--- config.mk ---
export PLATFORM = sky130hd
export DESIGN_NAME = vector_bearing_approx
export DESIGN_NICKNAME = d
export VERILOG_FILES = /design/src/hw/rtl/vba_pkg.sv /design/src/hw/rtl/vba_front.sv /design/src/hw/rtl/vba_queue.sv /design/src/hw/rtl/vba_div.sv /design/src/hw/rtl/vba_back.sv /design/src/hw/rtl/vector_bearing_approx.sv
export SDC_FILE = /design/constraint.sdc
export NUM_CORES = 2
export LEC_CHECK = 0
export ABC_AREA = 1
export ABC_CLOCK_PERIOD_IN_PS = 7900
export CAP_MARGIN = 25
export CORE_ASPECT_RATIO = 1.25
export CORE_MARGIN = 5
export CORE_UTILIZATION = 40
export CTS_CLUSTER_SIZE = 24
export DETAILED_ROUTE_END_ITERATION = 12
export DONT_BUFFER_PORTS = 1
export GPL_TIMING_DRIVEN = 0
export PLACE_DENSITY_LB_ADDON = 0.12
export SKIP_CTS_REPAIR_TIMING = 1
export SLEW_MARGIN = 5
export SYNTH_ARGS = -nofsm -noshare
export SYNTH_HDL_FRONTEND = slang
export SYNTH_SLANG_ARGS = --single-unit
--- constraint.sdc ---
create_clock -name i_clk -period 7.9 [get_ports i_clk]
set_clock_uncertainty 0.1 [all_clocks]
set_input_delay 0.79 -clock i_clk [delete_from_list [all_inputs] [get_ports i_clk]]
set_output_delay 0.79 -clock i_clk [all_outputs]
set_load 0.02 [all_outputs]
--- src/hw/rtl/vba_pkg.sv ---
// Package for the vector bearing block: widths, bearing and octant constants,
// and the item types passed between the front end, queue, divider and back end.
// Depends on nothing.
`timescale 1ns / 1ps
`default_nettype none

package vba_pkg;

    localparam int IN_W       = 16;
    localparam int BRG_W      = 16;
    localparam int FRAC_BITS  = 14;
    // Quotient (min << 14) / max lies in 0..16384, so 15 bits.
    localparam int Q_W        = FRAC_BITS + 1;
    // Partial remainder stays below the divisor, at most 32768, before a shift.
    localparam int REM_W      = IN_W + 1;
    localparam int DIV_STAGES = Q_W;
    // Correction term is at most about 2000, well inside 13 bits.
    localparam int CORR_W     = 13;
    localparam int Q_DEPTH    = 2;

    localparam logic [BRG_W-1:0] BRG_NORTH = 16'h0000;
    localparam logic [BRG_W-1:0] BRG_EAST  = 16'h4000;
    localparam logic [BRG_W-1:0] BRG_SOUTH = 16'h8000;
    localparam logic [BRG_W-1:0] BRG_WEST  = 16'hC000;

    localparam logic [Q_W-1:0]    OCT_MID   = 15'h1333;
    localparam logic [CORR_W:0]   OCT_BASE  = 14'h2800;
    localparam logic [11:0]       OCT_CURVE = 12'hB00;

    // Everything the back end needs to fold the octant angle into a bearing.
    typedef struct packed {
        logic             axis;
        logic [BRG_W-1:0] axis_brg;
        logic             x_pos;
        logic             y_pos;
        logic             swapped;
    } t_tag;

    typedef struct packed {
        t_tag            tag;
        logic [IN_W-1:0] lo;
        logic [IN_W-1:0] hi;
    } t_item;

endpackage

`default_nettype wire

--- src/hw/rtl/vba_front.sv ---
// Front end of the bearing block: takes the command beat, sorts out the axis
// cases and the octant, and forms the magnitudes for the divider.
// Depends on vba_pkg.
`timescale 1ns / 1ps
`default_nettype none

module vba_front
    import vba_pkg::*;
(
    input  wire logic                   i_start,
    input  wire logic                   i_full,
    input  wire logic signed [IN_W-1:0] i_delta_x,
    input  wire logic signed [IN_W-1:0] i_delta_y,
    output logic                        o_busy,
    output logic                        o_push,
    output t_item                       o_item
);

    logic [IN_W-1:0] s_x;
    logic [IN_W-1:0] s_y;
    logic [IN_W-1:0] s_ax;
    logic [IN_W-1:0] s_ay;
    logic            s_x_zero;
    logic            s_y_zero;
    logic            s_x_pos;
    logic            s_y_pos;
    logic            s_swapped;

    assign s_x = i_delta_x;
    assign s_y = i_delta_y;

    // A component of -32768 comes out as 32768, which still fits unsigned.
    assign s_ax = s_x[IN_W-1] ? (~s_x + IN_W'(1)) : s_x;
    assign s_ay = s_y[IN_W-1] ? (~s_y + IN_W'(1)) : s_y;

    assign s_x_zero  = (s_x == '0);
    assign s_y_zero  = (s_y == '0);
    assign s_x_pos   = ~s_x[IN_W-1] & ~s_x_zero;
    assign s_y_pos   = ~s_y[IN_W-1] & ~s_y_zero;
    // On equal magnitudes the north-south axis counts as the larger.
    assign s_swapped = (s_ax > s_ay);

    assign o_busy = i_full;
    assign o_push = i_start & ~i_full;

    always_comb begin
        o_item.tag.axis    = s_x_zero | s_y_zero;
        o_item.tag.x_pos   = s_x_pos;
        o_item.tag.y_pos   = s_y_pos;
        o_item.tag.swapped = s_swapped;
        if (s_x_zero) begin
            o_item.tag.axis_brg = s_y_pos ? BRG_NORTH : BRG_SOUTH;
        end else begin
            o_item.tag.axis_brg = s_x_pos ? BRG_EAST : BRG_WEST;
        end
        o_item.lo = s_swapped ? s_ay : s_ax;
        o_item.hi = s_swapped ? s_ax : s_ay;
    end

endmodule

`default_nettype wire

--- src/hw/rtl/vba_queue.sv ---
// Short queue between the front end and the divider pipeline. The head is
// read into a register whenever the queue holds a beat.
// Depends on vba_pkg.
`timescale 1ns / 1ps
`default_nettype none

module vba_queue
    import vba_pkg::*;
#(
    parameter int Depth = Q_DEPTH
)(
    input  wire logic i_clk,
    input  wire logic i_rst_n,
    input  wire logic i_push,
    input  t_item     i_item,
    output logic      o_full,
    output logic      o_valid,
    output t_item     o_item
);

    localparam int PTR_W = (Depth > 1) ? $clog2(Depth) : 1;
    localparam int CNT_W = $clog2(Depth + 1);

    t_item              r_mem [Depth];
    logic [PTR_W-1:0]   r_wr_ptr;
    logic [PTR_W-1:0]   r_rd_ptr;
    logic [CNT_W-1:0]   r_count;
    logic               r_valid;
    t_item              r_item;
    logic [PTR_W-1:0]   n_wr_ptr;
    logic [PTR_W-1:0]   n_rd_ptr;
    logic [CNT_W-1:0]   n_count;
    logic               s_pop;

    // The pipeline behind never stalls, so a held beat leaves every cycle.
    assign s_pop  = (r_count != '0);
    assign o_full = (r_count == CNT_W'(Depth));

    always_comb begin
        n_wr_ptr = r_wr_ptr;
        n_rd_ptr = r_rd_ptr;
        n_count  = r_count;
        if (i_push) begin
            n_wr_ptr = (r_wr_ptr == PTR_W'(Depth - 1)) ? '0 : r_wr_ptr + PTR_W'(1);
        end
        if (s_pop) begin
            n_rd_ptr = (r_rd_ptr == PTR_W'(Depth - 1)) ? '0 : r_rd_ptr + PTR_W'(1);
        end
        if (i_push && !s_pop) begin
            n_count = r_count + CNT_W'(1);
        end else if (!i_push && s_pop) begin
            n_count = r_count - CNT_W'(1);
        end
    end

    always_ff @(posedge i_clk) begin
        if (!i_rst_n) begin
            r_wr_ptr <= '0;
            r_rd_ptr <= '0;
            r_count  <= '0;
            r_valid  <= 1'b0;
        end else begin
            r_wr_ptr <= n_wr_ptr;
            r_rd_ptr <= n_rd_ptr;
            r_count  <= n_count;
            r_valid  <= s_pop;
        end
    end

    always_ff @(posedge i_clk) begin
        if (i_push) begin
            r_mem[r_wr_ptr] <= i_item;
        end
        if (s_pop) begin
            r_item <= r_mem[r_rd_ptr];
        end
    end

    assign o_valid = r_valid;
    assign o_item  = r_item;

endmodule

`default_nettype wire

--- src/hw/rtl/vba_div.sv ---
// Pipelined restoring divider forming q = (lo << 14) / hi, one quotient bit
// per stage, with the octant tag carried alongside. Depends on vba_pkg.
`timescale 1ns / 1ps
`default_nettype none

module vba_div
    import vba_pkg::*;
(
    input  wire logic  i_clk,
    input  wire logic  i_rst_n,
    input  wire logic  i_valid,
    input  t_item      i_item,
    output logic       o_valid,
    output logic [Q_W-1:0] o_q,
    output t_tag       o_tag
);

    logic [REM_W-1:0] r_rem [DIV_STAGES];
    logic [IN_W-1:0]  r_hi  [DIV_STAGES];
    logic [Q_W-1:0]   r_q   [DIV_STAGES];
    t_tag             r_tag [DIV_STAGES];
    logic             r_vld [DIV_STAGES];

    logic [REM_W-1:0] n_rem   [DIV_STAGES];
    logic [Q_W-1:0]   n_q     [DIV_STAGES];
    logic [REM_W-1:0] s_trial [DIV_STAGES];
    logic [IN_W-1:0]  s_hi    [DIV_STAGES];
    logic [Q_W-1:0]   s_qin   [DIV_STAGES];
    logic             s_ge    [DIV_STAGES];

    // Since lo never exceeds hi, the top quotient bit is decided on lo itself
    // and every later stage shifts the remainder by one place.
    always_comb begin
        s_trial[0] = {1'b0, i_item.lo};
        s_hi[0]    = i_item.hi;
        s_qin[0]   = '0;
        for (int k = 1; k < DIV_STAGES; k++) begin
            s_trial[k] = {r_rem[k-1][REM_W-2:0], 1'b0};
            s_hi[k]    = r_hi[k-1];
            s_qin[k]   = r_q[k-1];
        end
        for (int k = 0; k < DIV_STAGES; k++) begin
            s_ge[k]  = (s_trial[k] >= {1'b0, s_hi[k]});
            n_rem[k] = s_ge[k] ? (s_trial[k] - {1'b0, s_hi[k]}) : s_trial[k];
            n_q[k]   = {s_qin[k][Q_W-2:0], s_ge[k]};
        end
    end

    always_ff @(posedge i_clk) begin
        if (!i_rst_n) begin
            for (int k = 0; k < DIV_STAGES; k++) begin
                r_vld[k] <= 1'b0;
            end
        end else begin
            r_vld[0] <= i_valid;
            for (int k = 1; k < DIV_STAGES; k++) begin
                r_vld[k] <= r_vld[k-1];
            end
        end
    end

    always_ff @(posedge i_clk) begin
        r_tag[0] <= i_item.tag;
        for (int k = 1; k < DIV_STAGES; k++) begin
            r_tag[k] <= r_tag[k-1];
        end
        for (int k = 0; k < DIV_STAGES; k++) begin
            r_rem[k] <= n_rem[k];
            r_hi[k]  <= s_hi[k];
            r_q[k]   <= n_q[k];
        end
    end

    assign o_valid = r_vld[DIV_STAGES-1];
    assign o_q     = r_q[DIV_STAGES-1];
    assign o_tag   = r_tag[DIV_STAGES-1];

endmodule

`default_nettype wire

--- src/hw/rtl/vba_back.sv ---
// Back end of the bearing block: quadratic-corrected octant angle from the
// quotient in two multiply stages, then the fold into the full circle.
// Depends on vba_pkg.
`timescale 1ns / 1ps
`default_nettype none

module vba_back
    import vba_pkg::*;
(
    input  wire logic           i_clk,
    input  wire logic           i_rst_n,
    input  wire logic           i_valid,
    input  wire logic [Q_W-1:0] i_q,
    input  t_tag                i_tag,
    output logic                o_valid,
    output logic [BRG_W-1:0]    o_bearing
);

    localparam int CPROD_W = Q_W + 12;
    localparam int APROD_W = CORR_W + 1 + Q_W;

    logic [Q_W-1:0]     s_d;
    logic [CPROD_W-1:0] s_cprod;
    logic [CORR_W:0]    s_slope;
    logic [APROD_W-1:0] s_aprod;
    logic [BRG_W-1:0]   s_ang;
    logic [BRG_W-1:0]   n_brg;

    logic               r_a_vld;
    logic [CORR_W-1:0]  r_a_corr;
    logic [Q_W-1:0]     r_a_q;
    t_tag               r_a_tag;
    logic               r_b_vld;
    logic [BRG_W-1:0]   r_b_ang;
    t_tag               r_b_tag;
    logic               r_vld;
    logic [BRG_W-1:0]   r_brg;

    assign s_d     = (i_q > OCT_MID) ? (i_q - OCT_MID) : (OCT_MID - i_q);
    assign s_cprod = CPROD_W'(s_d) * CPROD_W'(OCT_CURVE);

    assign s_slope = OCT_BASE - {1'b0, r_a_corr};
    assign s_aprod = APROD_W'(s_slope) * APROD_W'(r_a_q);
    assign s_ang   = BRG_W'(s_aprod[APROD_W-1:FRAC_BITS]);

    // Axes take axis_brg; else fold by signs and larger magnitude; sums wrap.
    always_comb begin
        if (r_b_tag.axis) begin
            n_brg = r_b_tag.axis_brg;
        end else if (r_b_tag.x_pos) begin
            if (r_b_tag.y_pos) begin
                n_brg = r_b_tag.swapped ? (BRG_EAST - r_b_ang) : r_b_ang;
            end else begin
                n_brg = r_b_tag.swapped ? (BRG_EAST + r_b_ang) : (BRG_SOUTH - r_b_ang);
            end
        end else begin
            if (r_b_tag.y_pos) begin
                n_brg = r_b_tag.swapped ? (BRG_WEST + r_b_ang) : (BRG_NORTH - r_b_ang);
            end else begin
                n_brg = r_b_tag.swapped ? (BRG_WEST - r_b_ang) : (BRG_SOUTH + r_b_ang);
            end
        end
    end

    always_ff @(posedge i_clk) begin
        if (!i_rst_n) begin
            r_a_vld <= 1'b0;
            r_b_vld <= 1'b0;
            r_vld   <= 1'b0;
        end else begin
            r_a_vld <= i_valid;
            r_b_vld <= r_a_vld;
            r_vld   <= r_b_vld;
        end
    end

    always_ff @(posedge i_clk) begin
        r_a_corr <= CORR_W'(s_cprod[CPROD_W-1:FRAC_BITS]);
        r_a_q    <= i_q;
        r_a_tag  <= i_tag;
        r_b_ang  <= s_ang;
        r_b_tag  <= r_a_tag;
        r_brg    <= n_brg;
    end

    assign o_valid   = r_vld;
    assign o_bearing = r_brg;

endmodule

`default_nettype wire

--- src/hw/rtl/vector_bearing_approx.sv ---
// Compass bearing of a signed vector as a 16-bit binary angle.
// Throughput: one vector per cycle; the queue drains every cycle, so busy stays low.
// Path: the accepting edge writes the queue, then come the head read, fifteen divider
// stages (one quotient bit each), two multiply stages and the fold register.
// Reset is synchronous and clears the queue and all valid bits; the receiver
// cannot stall, so every result is shown for exactly one cycle.
`timescale 1ns / 1ps
`default_nettype none

module vector_bearing_approx
    import vba_pkg::*;
#(
    parameter int QUEUE_DEPTH = Q_DEPTH
)(
    input  wire logic                   i_clk,
    input  wire logic                   i_rst_n,
    input  wire logic                   start,
    output logic                        busy,
    input  wire logic signed [IN_W-1:0] i_delta_x,
    input  wire logic signed [IN_W-1:0] i_delta_y,
    output logic                        o_valid,
    output logic [BRG_W-1:0]            o_bearing
);

    logic           s_full;
    logic           s_push;
    t_item          s_front_item;
    logic           s_q_valid;
    t_item          s_q_item;
    logic           s_div_valid;
    logic [Q_W-1:0] s_div_q;
    t_tag           s_div_tag;

    vba_front u_front (
        .i_start   (start),
        .i_full    (s_full),
        .i_delta_x (i_delta_x),
        .i_delta_y (i_delta_y),
        .o_busy    (busy),
        .o_push    (s_push),
        .o_item    (s_front_item)
    );

    vba_queue #(
        .Depth (QUEUE_DEPTH)
    ) u_queue (
        .i_clk   (i_clk),
        .i_rst_n (i_rst_n),
        .i_push  (s_push),
        .i_item  (s_front_item),
        .o_full  (s_full),
        .o_valid (s_q_valid),
        .o_item  (s_q_item)
    );

    vba_div u_div (
        .i_clk   (i_clk),
        .i_rst_n (i_rst_n),
        .i_valid (s_q_valid),
        .i_item  (s_q_item),
        .o_valid (s_div_valid),
        .o_q     (s_div_q),
        .o_tag   (s_div_tag)
    );

    vba_back u_back (
        .i_clk     (i_clk),
        .i_rst_n   (i_rst_n),
        .i_valid   (s_div_valid),
        .i_q       (s_div_q),
        .i_tag     (s_div_tag),
        .o_valid   (o_valid),
        .o_bearing (o_bearing)
    );

endmodule

`default_nettype wire

==> results list <==
- The critical path is of the flop to flop type.
- Max-capacitance violation count: 0
* First-pass GRT wire length: around 150 mm
* First-pass iteration count of the detailed router: 5
- TritonCTS built the clock tree.
- Number of endpoints failing setup at the final stage: 0
* Most frequently used flop master after synthesis: dfxtp_1
- The initialized floorplan defines around 130 standard-cell rows.
- The first routing iteration left 1253 violations.
* Hold crit path type: input port to flop
* Core region area: around 110000 um2
- The count of pins over their slew limit came to 0.
* Via density per instance: 4.68
- Measured along the y axis, the die boundary spans between 300 and 400 um.
- The run finished with clean final reports.
* Critical Path Slowest Stage Cell: fa_1
- After detailed routing, the total wire length is 95.2 mm.
- Clock-pin slew reported for the worst setup and hold paths after clock tree synthesis: ~60 ps
- Portion of synthesized cell area occupied by the leading cell type: 0.349
- Horizontal die dimension: 304 um
* Source-to-sink clock delay at the later pin of the worst-skew pair: 670 ps
- The clock passes through at most 3 buffers.
- Synthesis produced ~4900 cells.
* Mean Syn Cell Area: between 8 and 9 um2
- Number of antenna violations at the first check in global routing: 0
- Static timing analysis puts the maximum clock frequency at between 0.1 and 0.15 GHz.
- During synthesis, Yosys emitted a total of 0 warnings.
- Number of distinct library cells after synthesis: 65
- The clock tree synthesis step divided the H-tree into 3 levels.
- Via total after detailed routing: 30300
- Once detailed placement completed, the half-perimeter wirelength came to about 77 mm.
- Sequential-to-total area share from yosys stat: 0.428
- By area the synthesized netlist is led by dfxtp_1, ha_1, nand2_1, fa_1, edfxtp_1.
- RSZ-0062 raised after global routing: false
- After layout, the minimum clock period comes to roughly 7000 ps.
- Top cells by instance count after synthesis: nand2_1, inv_1, dfxtp_1, ha_1, nor2_1
* Post-synthesis sequential element count: 866
* Dominant cell type by area after synthesis: dfxtp_1
- CTS Buf Count: 86
* Post-layout net count: 5566
* ANT nets after route: 0
- Residual overflow from global routing: 0
- Final clock period utilization by the worst path: 0.885
- Weighted congestion at the end of routability-driven global placement: approximately 0.8
* Number of buffers added on ports: 0
- Synthesized cell area: 43100 um2
* Data required time at the worst endpoint: about 8400 ps
* Number of antenna cells inserted: 0
* Count of flip-flops with a built-in enable after synthesis: about 110
* Cell with the most instances after synthesis: nand2_1
* Largest stage delay on the critical path: about 550 ps
- Share of synthesized registers carrying an async set or reset: 0
- 53 I/O pins were placed.
- Vias in the first global route: 30800
- The worst setup path is launched from a flop.
- Top fanout value on the critical path: 8
- Of the cells placed in the final design, the portion with a size suffix greater than 1 is 0.0554.
- For the worst setup path, the data arrival time is about 7400 ps.
- At the pin with the least slew margin, the transition time is roughly 800 ps.
- In the final routed layout, each cell accounts on average for 14.7 um.
* GRT Resource Usage Total: 0.166
- Headroom to the max-slew limit came out at 0.455.
- Entering global routing, the biggest net connects a little over 40 pins.
* DIE AREA: 115000 um2
- Type of destination of the critical path: flop
- Clock tree synthesis selected as its root buffer the cell clkbuf_16.
- In the final timing run, aggregate negative setup slack is 0 ps.
- Final Hold Vio Count: 0
- Net count of the mapped netlist: ~5500
* Clock sinks: 866
- Starting density of the core: 0.403
- Area growth syn-to-layout: 11.1%
* DRC Markers: 0
==> final timing paths <==
| check | startpoint | to | slack [ps] | cells after the start |
|---|---|---|---|---|
| setup / recovery | u_back.r_a_corr[0] | u_back.r_b_ang[12] | 910 | 28 |
| hold / removal | i_rst_n | u_queue.r_rd_ptr | 160 | 2 |
| setup reg to reg | u_back.r_a_corr[0] | u_back.r_b_ang[12] | 910 | 28 |
| hold reg to reg | u_div.r_q[1][46] | u_div.r_q[1][62] | 210 | 0 |
==> metal layers <==
layer / global-route usage / wire length, um / vias to the layer above
met5: 0 / 0 / -
met2: 0.325 / 51000 / 372
li1: - / - / 15800
met1: 0.184 / 38800 / 14000
met3: 0.0213 / 2680 / 141
met4: 0.0556 / 2730 / 0
==> cells by family (layout without fill, tap and decap cells) <==
family                   after synthesis  count (layout)  synth area share
buffers and inverters                854            1015            0.0794
XOR/XNOR                             252             252            0.0514
flip-flops                           866             866             0.428
AND/OR/NAND/NOR                     1615            1615             0.154
AO/OA/AOI/OAI                        730             730            0.0928
adder cells (fa/ha/maj)              562             562             0.194
==> stage by stage <==
| step | setup slack (ps) | utilization | hold slack (ps) | area, um2 | std cells |
|---|---|---|---|---|---|
| 2_1_floorplan | 1900 | - | 210 | 43100 | 4879 |
| 3_5_place_dp | 901 | 0.420 | 212 | 45000 | 6309 |
| 6_report | 907 | 0.448 | 158 | 47900 | 6468 |
| 3_3_place_gp | 896 | 0.420 | 210 | 44900 | 6307 |
| 5_1_grt | 456 | 0.448 | 122 | 47900 | 6468 |
| 4_1_cts | 896 | 0.448 | 91.5 | 47900 | 6468 |
==> state kept, by name, indices dropped and copies added (netlist names), 2 cells and up <==
name	cells
u_back.o_bearing	16
u_div.r_rem	224
u_queue.r_mem	76
u_div.r_vld	15
u_back.r_a_tag	6
u_back.r_b_ang	15
u_back.r_a_q	15
u_back.r_a_corr	13
u_div.r_q	120
u_queue.o_item	38
u_queue.r_count	2
u_div.r_tag	90
u_div.r_hi	224
u_back.r_b_tag	6
==> area by class of cell <==
cell class              count  area (um2)
clock inverters            33         424
repair buffers              2        40.0
inverters                 778        2920
clock buffers             126        2540
plain buffers              76         503
well taps                1428        1790
fillers                 10700       59000
flip-flops and latches    866       18500
multi-input cells        3159       21200
==> worst max-delay path: cells and delay by family, from the launching register on <==
kind | cells | cell delay, ps
AO/OA/AOI/OAI | 5 | 970
XOR/XNOR | 1 | 150
adder cells (fa/ha/maj) | 8 | 3440
buffers and inverters | 6 | 740
flip-flops | 1 | 420
AND/OR/NAND/NOR | 8 | 1090
==> placed cells by master, fill, tap and decap left out, types with 114 or more instances in the layout <==
| master | instances |
|---|---|
| a21oi_1 | 254 |
| dfxtp_1 | 752 |
| edfxtp_1 | 114 |
| fa_1 | 177 |
| ha_1 | 385 |
| inv_1 | 755 |
| nand2_1 | 1019 |
| nand3_1 | 122 |
| nor2_1 | 320 |
| o21ai_0 | 304 |
| xnor2_1 | 116 |
| xor2_1 | 135 |
Power is not shown: default switching activity piles up to over one toggle a cycle in this logic, so the estimate is an artifact.
